**config.mk**
```make
export PLATFORM = sky130hd
export DESIGN_NAME = move_stack_backtracker_top
export DESIGN_NICKNAME = d
export VERILOG_FILES = /design/src/sv/msb_pkg.sv /design/src/sv/move_stack_backtracker_top.sv
export SDC_FILE = /design/constraint.sdc
export NUM_CORES = 2
export LEC_CHECK = 0
export ABC_AREA = 0
export BUFFER_PORTS_ARGS = -buffer_cell sky130_fd_sc_hd__buf_2
export CAP_MARGIN = 20
export CORE_ASPECT_RATIO = 1.4
export CORE_MARGIN = 10
export CORE_UTILIZATION = 38
export CTS_CLUSTER_DIAMETER = 200
export DETAILED_ROUTE_END_ITERATION = 6
export SYNTH_ARGS = -nofsm -noshare
export SYNTH_HDL_FRONTEND = slang
export SYNTH_SLANG_ARGS = --single-unit
export TNS_END_PERCENT = 10
```
**constraint.sdc**
```tcl
create_clock -name clk -period 15.4 [get_ports clk]
set_clock_uncertainty 0.2 [all_clocks]
set_input_delay 3.08 -clock clk [delete_from_list [all_inputs] [get_ports clk]]
set_output_delay 3.08 -clock clk [all_outputs]
set_load 0.005 [all_outputs]
```
**src/sv/msb_pkg.sv**
```systemverilog
package msb_pkg;

	// Default stack depth.
	localparam int STACK_DEPTH_DEF = 64;

	// Field widths.
	localparam int HD_W    = 2;
	localparam int DIST_W  = 24;
	localparam int COORD_W = 32;
	localparam int ENTRY_W = 7;
	localparam int MOVE_W  = HD_W + DIST_W;

	// Stream widths, padded to whole bytes.
	localparam int IN_DATA_W  = ((MOVE_W + 7) / 8) * 8;
	localparam int OUT_RAW_W  = HD_W + DIST_W + 2 * COORD_W + ENTRY_W;
	localparam int OUT_DATA_W = ((OUT_RAW_W + 7) / 8) * 8;

	// Input kind on s_tuser.
	localparam logic MODE_ADD  = 1'b0;
	localparam logic MODE_BACK = 1'b1;

	// Headings; bit 1 selects the east/west axis, bit 0 the negative sense.
	typedef enum logic [HD_W-1:0] {
		HD_NORTH = 2'd0,
		HD_SOUTH = 2'd1,
		HD_EAST  = 2'd2,
		HD_WEST  = 2'd3
	} heading_t;

	// Result status on m_tuser.
	typedef enum logic [1:0] {
		STAT_ADDED = 2'd0,
		STAT_STEP  = 2'd1,
		STAT_EMPTY = 2'd2,
		STAT_FULL  = 2'd3
	} status_t;

	// Sequencer states.
	typedef enum logic [1:0] {
		S_IDLE,
		S_ADD,
		S_BACK,
		S_STEP
	} state_t;

endpackage

```
**src/sv/move_stack_backtracker_top.sv**
```systemverilog
// Move stack backtracker. An input beat with s_tuser = 0 pushes a move (heading and
// distance, fixed point) onto a stack and returns one beat with the updated X/Y position;
// a push onto a full stack is refused with status 3. A beat with s_tuser = 1 pops every
// stored move, newest first, and returns one beat per move with the inverted heading, the
// distance and the position after stepping back, tlast on the final one; on an empty
// stack it returns a single status 2 beat. All coordinate updates run through one shared
// 32-bit add/subtract unit under a small sequencer, and the stack sits in a memory with a
// registered read port. An add or a refused add is accepted, then resolved in S_ADD, which
// loads the result beat; a backtrack is accepted, issues the first memory read in S_BACK,
// then sends one entry per cycle through the adder in S_STEP while the output is not
// stalled; an empty backtrack loads its status beat from S_BACK. s_tready is high only
// while the sequencer is idle; output back-pressure stalls every step that loads a result.
module move_stack_backtracker_top #(
	parameter int STACK_DEPTH = msb_pkg::STACK_DEPTH_DEF
) (
	input  logic                          clk,
	input  logic                          arst_n,
	// s_tdata: heading[1:0], distance[25:2], zero pad
	input  logic [msb_pkg::IN_DATA_W-1:0]  s_tdata,
	// s_tuser: mode
	input  logic                          s_tuser,
	input  logic                          s_tvalid,
	output logic                          s_tready,
	// m_tdata: step_heading[1:0], step_distance[25:2], pos_x[57:26], pos_y[89:58],
	//          entries[96:90], zero pad
	output logic [msb_pkg::OUT_DATA_W-1:0] m_tdata,
	// m_tuser: status
	output logic [1:0]                    m_tuser,
	output logic                          m_tlast,
	output logic                          m_tvalid,
	input  logic                          m_tready
);
	import msb_pkg::*;

	localparam int CNT_W = $clog2(STACK_DEPTH + 1);
	localparam int IDX_W = (STACK_DEPTH > 1) ? $clog2(STACK_DEPTH) : 1;
	localparam int PAD_W = OUT_DATA_W - OUT_RAW_W;

	state_t state_q, state_c;

	logic [CNT_W-1:0]   count_q;
	logic [COORD_W-1:0] x_q, y_q;
	logic [HD_W-1:0]    in_hd_q;
	logic [DIST_W-1:0]  in_dist_q;
	logic               in_mode_q;
	logic [MOVE_W-1:0]  rd_q;
	logic [MOVE_W-1:0]  mem [STACK_DEPTH];

	logic               out_free;
	logic               in_acc;
	logic               stack_full;
	logic               stack_empty;
	logic [CNT_W-1:0]   cnt_dec;

	// Control from the sequencer.
	logic               ready_c;
	logic               load_c;
	logic               push_c;
	logic               unit_en_c;
	logic               rd_issue_c;
	status_t            stat_c;

	// Shared unit signals.
	logic [HD_W-1:0]    unit_hd;
	logic [DIST_W-1:0]  unit_dist;
	logic [COORD_W-1:0] unit_a;
	logic [COORD_W-1:0] unit_b;
	logic [COORD_W-1:0] unit_sum;

	// Next output beat.
	logic [COORD_W-1:0] x_c, y_c;
	logic [CNT_W-1:0]   count_c;

	// Output register.
	logic               m_valid_q;
	logic [HD_W-1:0]    o_hd_q;
	logic [DIST_W-1:0]  o_dist_q;
	logic [COORD_W-1:0] o_x_q, o_y_q;
	logic [ENTRY_W-1:0] o_ent_q;
	logic               o_last_q;
	status_t            o_stat_q;

	assign out_free    = !m_valid_q || m_tready;
	assign in_acc      = s_tvalid && ready_c;
	assign stack_full  = (count_q == CNT_W'(STACK_DEPTH));
	assign stack_empty = (count_q == '0);
	assign cnt_dec     = count_q - CNT_W'(1);

	// Next state.
	always_comb begin
		state_c = state_q;
		case (state_q)
			S_IDLE: begin
				if (in_acc) begin
					state_c = (s_tuser == MODE_BACK) ? S_BACK : S_ADD;
				end
			end
			S_ADD: begin
				if (out_free) begin
					state_c = S_IDLE;
				end
			end
			S_BACK: begin
				if (!stack_empty) begin
					state_c = S_STEP;
				end else if (out_free) begin
					state_c = S_IDLE;
				end
			end
			S_STEP: begin
				if (out_free && stack_empty) begin
					state_c = S_IDLE;
				end
			end
			default: state_c = S_IDLE;
		endcase
	end

	// Sequencer outputs.
	always_comb begin
		ready_c    = 1'b0;
		load_c     = 1'b0;
		push_c     = 1'b0;
		unit_en_c  = 1'b0;
		rd_issue_c = 1'b0;
		stat_c     = STAT_ADDED;
		case (state_q)
			S_IDLE: ready_c = 1'b1;
			S_ADD: begin
				if (out_free) begin
					load_c = 1'b1;
					if (stack_full) begin
						stat_c = STAT_FULL;
					end else begin
						push_c    = 1'b1;
						unit_en_c = 1'b1;
						stat_c    = STAT_ADDED;
					end
				end
			end
			S_BACK: begin
				stat_c = STAT_EMPTY;
				if (stack_empty) begin
					load_c = out_free;
				end else begin
					rd_issue_c = 1'b1;
				end
			end
			S_STEP: begin
				stat_c = STAT_STEP;
				if (out_free) begin
					load_c     = 1'b1;
					unit_en_c  = 1'b1;
					rd_issue_c = !stack_empty;
				end
			end
			default: ready_c = 1'b0;
		endcase
	end

	// Shared add/subtract unit: pick the axis, add or subtract the distance.
	assign unit_hd   = (state_q == S_STEP) ? (rd_q[MOVE_W-1:DIST_W] ^ HD_W'(1)) : in_hd_q;
	assign unit_dist = (state_q == S_STEP) ? rd_q[DIST_W-1:0] : in_dist_q;
	assign unit_a    = unit_hd[1] ? x_q : y_q;
	assign unit_b    = COORD_W'(unit_dist);
	assign unit_sum  = unit_hd[0] ? (unit_a - unit_b) : (unit_a + unit_b);

	// Position and count after this beat.
	always_comb begin
		x_c = x_q;
		y_c = y_q;
		if (unit_en_c) begin
			if (unit_hd[1]) begin
				x_c = unit_sum;
			end else begin
				y_c = unit_sum;
			end
		end
		count_c = count_q;
		if (push_c) begin
			count_c = count_q + CNT_W'(1);
		end else if (rd_issue_c) begin
			count_c = cnt_dec;
		end
	end

	// Hold sequencer state, stack count and position.
	always_ff @(posedge clk or negedge arst_n) begin
		if (!arst_n) begin
			state_q <= S_IDLE;
			count_q <= '0;
			x_q     <= '0;
			y_q     <= '0;
		end else begin
			state_q <= state_c;
			count_q <= count_c;
			x_q     <= x_c;
			y_q     <= y_c;
		end
	end

	// Capture the accepted beat.
	always_ff @(posedge clk) begin
		if (in_acc) begin
			in_mode_q <= s_tuser;
			in_hd_q   <= s_tdata[HD_W-1:0];
			in_dist_q <= s_tdata[MOVE_W-1:HD_W];
		end
	end

	// Stack memory: write on push, registered read on pop.
	always_ff @(posedge clk) begin
		if (push_c) begin
			mem[count_q[IDX_W-1:0]] <= {in_hd_q, in_dist_q};
		end
		if (rd_issue_c) begin
			rd_q <= mem[cnt_dec[IDX_W-1:0]];
		end
	end

	// Output valid.
	always_ff @(posedge clk or negedge arst_n) begin
		if (!arst_n) begin
			m_valid_q <= 1'b0;
		end else if (load_c) begin
			m_valid_q <= 1'b1;
		end else if (m_tready) begin
			m_valid_q <= 1'b0;
		end
	end

	// Output payload; a step beat reports the entries left below the popped one.
	always_ff @(posedge clk) begin
		if (load_c) begin
			o_stat_q <= stat_c;
			o_hd_q   <= (stat_c == STAT_STEP) ? unit_hd : '0;
			o_dist_q <= (stat_c == STAT_STEP) ? unit_dist : '0;
			o_x_q    <= x_c;
			o_y_q    <= y_c;
			o_ent_q  <= (stat_c == STAT_STEP) ? ENTRY_W'(count_q) : ENTRY_W'(count_c);
			o_last_q <= (stat_c != STAT_STEP) || (count_q == '0) || (in_mode_q == MODE_ADD);
		end
	end

	assign s_tready = ready_c;
	assign m_tvalid = m_valid_q;
	assign m_tuser  = o_stat_q;
	assign m_tlast  = o_last_q;
	assign m_tdata  = {{PAD_W{1'b0}}, o_ent_q, o_y_q, o_x_q, o_dist_q, o_hd_q};

endmodule

```
# == Yosys cells after proc, flatten, opt, wreduce, memory -nomap -nowiden ==
# Memory sizes are Yosys's and may differ from the RTL's. A register that Yosys moved wholly into a read port is not among the register bits.
# Index checks and enable logic that the tools add are counted.
# op_classes
bitwise_logic,2
reduce_logical,12
n_addsub,4
muxes,35
n_eq_ne,8
# op_table
cell,n
$mux 32,6
$add 32x24->32,1
$sub 32x24->32,1
$mux 24,1
$mux 7,3
$mux 2,8
$mux 1,12
$pmux 2 s4,1
$add 7x1->7 const B,1
$eq 7x7->1 const B,1
$logic_not 7->1,1
$sub 7x1->7 const B,1
$pmux 1 s2,3
$pmux 2 s3,1
$eq 2x1->1 const B,2
$eq 2x2->1 const B,2
$ne 2x2->1 const B,2
$logic_or 1x1->1,3
$logic_and 1x1->1,2
$logic_not 1->1,2
$logic_not 2->1,1
$ne 2x1->1 const B,1
$not 1->1,2
$reduce_and 2->1,1
other kinds (2),2
# totals
wordCells,77
ramBits,1664
memories,1
inputBits,37
ff_bits,201
# memory_table
name,depth,width,rd,rd_ports_with_merged_regs,write_ports,line_no,rtl
mem,64,26,1,1,1,move_stack_backtracker_top.sv:47,logic [MOVE_W-1:0] mem [STACK_DEPTH];

# == Longest topological paths before layout ==
# logic_depth
depth_word,7
ltp_mapped,20
mapped_depth_nobuf,17

# == Least setup slack after synthesis ==
# No wires, ideal clock.
# synth_timing
path_kind,input to register
from,input m_tready
to,"register o_last_q (netlist: m_tlast), enable pin"
path_buffers,0
arrival_ns,7.310
cell_stages,2
required_time_ns,14.640
slack_ns,7.330
cell_sequence,nor2b_1 nor2_1
# synth_via
elab_chain_len,3
# synth_lines
element,line_no,rtl
start: declaration,move_stack_backtracker_top.sv:31,input logic m_tready
$logic_or 1x1->1 (*),move_stack_backtracker_top.sv:83,assign out_free = !m_valid_q || m_tready;
$mux 1 (on tied branches),"move_stack_backtracker_top.sv:130, move_stack_backtracker_top.sv:151, move_stack_backtracker_top.sv:143",
$pmux 1 s2 (*),move_stack_backtracker_top.sv:127,case (state_q)
named net load_c,move_stack_backtracker_top.sv:57,logic load_c;
end signal: assignment,move_stack_backtracker_top.sv:241,o_last_q <= (stat_c != STAT_STEP) || (count_q == '0) || (in_mode_q == MODE_ADD);
end: declaration,move_stack_backtracker_top.sv:80,logic o_last_q;
# Mark *: on every way through the listed nets, which the timed path passes. The rest lies on a longest branch.
# A chain may end at the register's enable or synchronous reset.

# == Worst setup path after layout ==
# layout_timing
from,register count_q[0]
to,"register rd_q[25], read port of mem (data pin)"
# layout_via
elab_chain_len,4
# layout_lines
element,line_no,rtl
start: declaration,move_stack_backtracker_top.sv:41,logic [CNT_W-1:0] count_q;
start signal: assignment,move_stack_backtracker_top.sv:196,count_q <= count_c;
"parallel branches: the longest is 4 deep, another holds $sub 7x1->7",n/a,
end: declaration,move_stack_backtracker_top.sv:46,logic [MOVE_W-1:0] rd_q;
# Parallel ways; which one is timed is not known.

==> metrics <==
# Post-CTS Setup Buffers=0; reg2reg end=rd_q[25]$_DFFE_PP_; Fin. Hold Viols=0; switch share=36.7%; total wire length=between 150000 and 200000 µm; dominant cell by count in the synthesized netlist=edfxtp_1; Endpoint, Worst Hold=x_q[31]$_DFF_PN0_; Most used DFF post-synth=edfxtp_1; top post-synthesis cells by count=edfxtp_1, mux4_2, nand2_1, nor2_1, clkbuf_1; clock sink total=~1900; startpoint of the most critical register-to-register path=count_q[0]$_DFF_PN0_; kind of start point of the critical path=flop; number of antenna-violating nets in the routed design=0; Max Slew Vio Count=0; cell area after technology mapping=74100 µm²; count of pins on the block boundary=146; number of max-capacitance violations reported=0; setup slack of the worst register-to-register path=between 8 and 9 ns; Max-Slew Margin vs Limit=30.4%; share of total power in the clock network=approximately 22%; Congestion Overflow GR=0; first-pass iteration count of the detailed router=6; x dimension of the die=between 300 and 400 µm; worst slack after detailed placement=between 8 and 9 ns; post-layout minimum cycle time=~6.7 ns; proportion of synthesized flip-flops having asynchronous set or reset=under 10%; library cell with the largest summed area after synthesis=edfxtp_1; height of the die=around 540 µm; status=completed; mean instance size in the synthesized netlist=about 22 µm²; power density over cell area=~220 nW/µm²; slowest library cell on the worst path=ha_4; worst IR drop on VDD=between 0.0002 and 0.00025 V; Buffers & Inverters on Critical Path=4; largest incremental delay on the critical path=approximately 0.96 ns; Synth-to-Final Area Change=14.3%; via count of the first global-routing pass=36400; Most Frequent Cell on Critical Path=mux4_2; count of warnings emitted by yosys=0; EDFF count, synth=between 1500 and 2000; total negative slack=0 ns; global routing usage summed across all routing layers=about 18%; via count=35400; HP Start=x_q[31]$_DFF_PN0_; cell count after synthesis=around 3400; CTS Buf Count=about 170; Initial Utilization=38.2%; layout net count=between 3000 and 4000; maximum clock insertion buffer count=3; most area-consuming cells after synthesis=edfxtp_1, mux4_2, dfrtp_1; Critical Path Sink Type=flop; count of cells along the worst hold path=1; full die area=213000 µm²; pin count of the biggest net entering global routing=151; unrepaired setup endpoints after global routing=no; total number of H-tree levels=4; number of flip-flops and latches in the synthesized netlist=1891; global-route wire length before repair=between 200000 and 300000 µm; crit path cell chain=inv_1 -> ha_4 -> buf_12 -> buf_4 -> buf_4 -> mux4_2 -> mux4_2 -> mux4_2; depth of the worst register-to-register path=8; number of unique standard cell types used by synthesis=70; Worst EP required=~16 ns; leakage power of the design=~0.027 µW; slack of the critical path=between 8 and 9 ns; area fraction of the dominant cell type after synthesis=between 70% and 80%; clock tree from TritonCTS=done; clock latency on the worst-skew pair=0.80 ns; start-to-end type of the worst setup path=reg -> reg; kind of cell adding the most delay to the critical path=buffers and inverters; CTS Root Buffer Type=clkbuf_16; HPWL Detailed=112000 µm; cell-internal power=approximately 12000 µW; ratio of routed vias to standard cells=5.54; crit path max fanout=150; classification of the worst-slack hold path=reg -> reg; sequential area share after synthesis=about three quarters; area of the multi-input gates=17500 µm²; portion of total power attributed to combinational logic=43.4%; Worst-Margin Slew=~1.0 ns; sequential cell area in the final layout=around 56000 µm²; Achievable Freq=roughly 150 MHz; DRC Markers=0; power spent charging and discharging nets=about 6900 µW; drt initial violations=3925; layout filler cell count=~16000; weighted congestion at the end of routability-driven global placement=between 0.8 and 0.9; Placeable Area=just under 200000 µm²; final setup fails=0; Rows=around 190; fraction of layout instances using a drive strength above 1=about a third; post-CTS resize count=0; cts hold-fix bufs=0; mean routed wirelength per cell=a little under 30 µm; post-CTS clock slew at the launch and capture registers of the worst setup and hold paths=around 0.060 ns; count of input and output buffers=about 130; arrival time at the worst endpoint=around 7 ns; fin crit share=a little over two fifths; number of antenna violations at the first check in global routing=29; power share of the sequential group=around a third
-- state kept, by name (all words and copies together) (netlist names), 7 cells and up --
name / count
mem: 1664
o_x_q: 32
o_y_q: 32
x_q: 32
y_q: 32
rd_q: 26
in_dist_q: 24
o_dist_q: 24
count_q: 7
o_ent_q: 7
-- power groups by stage --
stage          Combinational [µW]  Clock (µW)  Sequential (µW)
2_1_floorplan                5210           0             6510
3_3_place_gp                 8210           0             6530
3_5_place_dp                 8230           0             6540
4_1_cts                      8260        4270             6430
5_1_grt                      8630        4460             6470
6_report                     8160        4190             6440
-- routing by layer --
| layer | track usage [%] | routed length [µm] |
|---|---|---|
| met1 | 22.3 | 72400 |
| met2 | 29.9 | 95900 |
| met3 | 4.30 | 16000 |
| met4 | 5.67 | 6180 |
| met5 | 0 | 121 |
-- layout make-up --
type | instances | area share [%]
Clock inverter | 101 | 1.03
Tap cell | 2605 | 3.85
Timing Repair Buffer | 259 | 2.36
Sequential cell | 1891 | 66.6
Multi-Input combinational cell | 1298 | 20.6
Inverter | 15 | 0.0665
Clock buffer | 209 | 5.41
Antenna cell | 13 | 0.0384
-- cells in the final DEF (no fill, tap or decap), types with 9 or more instances in the layout --
cell        count
buf_16         11
buf_4         104
edfxtp_1     1817
a21o_1         12
nor2_1         52
ha_1           32
clkinvlp_4      9
xnor2_1        25
xor2_1         33
bufinv_16      12
nand3_1        16
clkinv_1       27
a21oi_1        72
clkbuf_16     177
mux4_2        546
nand2_1       166
o21ai_0        31
clkbuf_1       29
nand2b_1       10
inv_1          12
dfrtp_1        73
clkinv_2       39
and3_1         31
buf_2         131
nor3_1         21
nor2_4         65
buf_12         13
o21ai_1        11
diode_2        13
mux2_2         37
-- worst register-to-register path: stages (launching register included) --
cell and delay [ns]:
dfrtp_4 0.86, inv_1 0.28, ha_4 0.96, buf_12 0.79, buf_4 1.00, buf_4 0.78, mux4_2 0.45, mux4_2 0.61
mux4_2 0.49
-- kinds of logic (layout without fill, tap and decap cells) --
| group | Yosys count | in the layout | share of synthesized area [%] |
|---|---|---|---|
| DFF | 1891 | 1891 | 76.1 |
| muxes | 596 | 596 | 17.3 |
| and+or+nand+nor | 406 | 406 | 2.47 |
| AOI/OAI and AO/OA | 193 | 193 | 1.67 |
| buffers and inverters | 190 | 584 | 1.09 |
| xor gates and xnor gates | 62 | 62 | 0.743 |
| adders and majority gates | 34 | 34 | 0.584 |
| other | 1 | 20 | 0.00506 |
-- stage by stage --
step	util, %	total power (µW)	hold WS, ns	area (µm²)	cells
2_1_floorplan	-	11700	0.232	74100	3379
3_3_place_gp	40.6	14700	0.254	78700	6046
3_5_place_dp	40.7	14800	0.267	78900	6056
4_1_cts	43.5	19000	0.284	84400	6366
5_1_grt	43.7	19600	0.298	84700	6383
6_report	43.7	18800	0.282	84700	6391
-- worst max path at each step --
stage / from / cells past startpoint / slack (ns) / to
floorplan: m_tready / 2 / 7.33 / m_tlast$_DFFE_PP_
global placement: count_q[0]$_DFF_PN0_ / 8 / 8.60 / rd_q[25]$_DFFE_PP_
detailed placement: count_q[0]$_DFF_PN0_ / 8 / 8.63 / rd_q[25]$_DFFE_PP_
CTS: count_q[0]$_DFF_PN0_ / 8 / 8.61 / rd_q[25]$_DFFE_PP_
global route: count_q[0]$_DFF_PN0_ / 8 / 8.44 / rd_q[25]$_DFFE_PP_
finish: count_q[0]$_DFF_PN0_ / 8 / 8.71 / rd_q[25]$_DFFE_PP_
No activity file was read; power rests on OpenSTA's default activity.
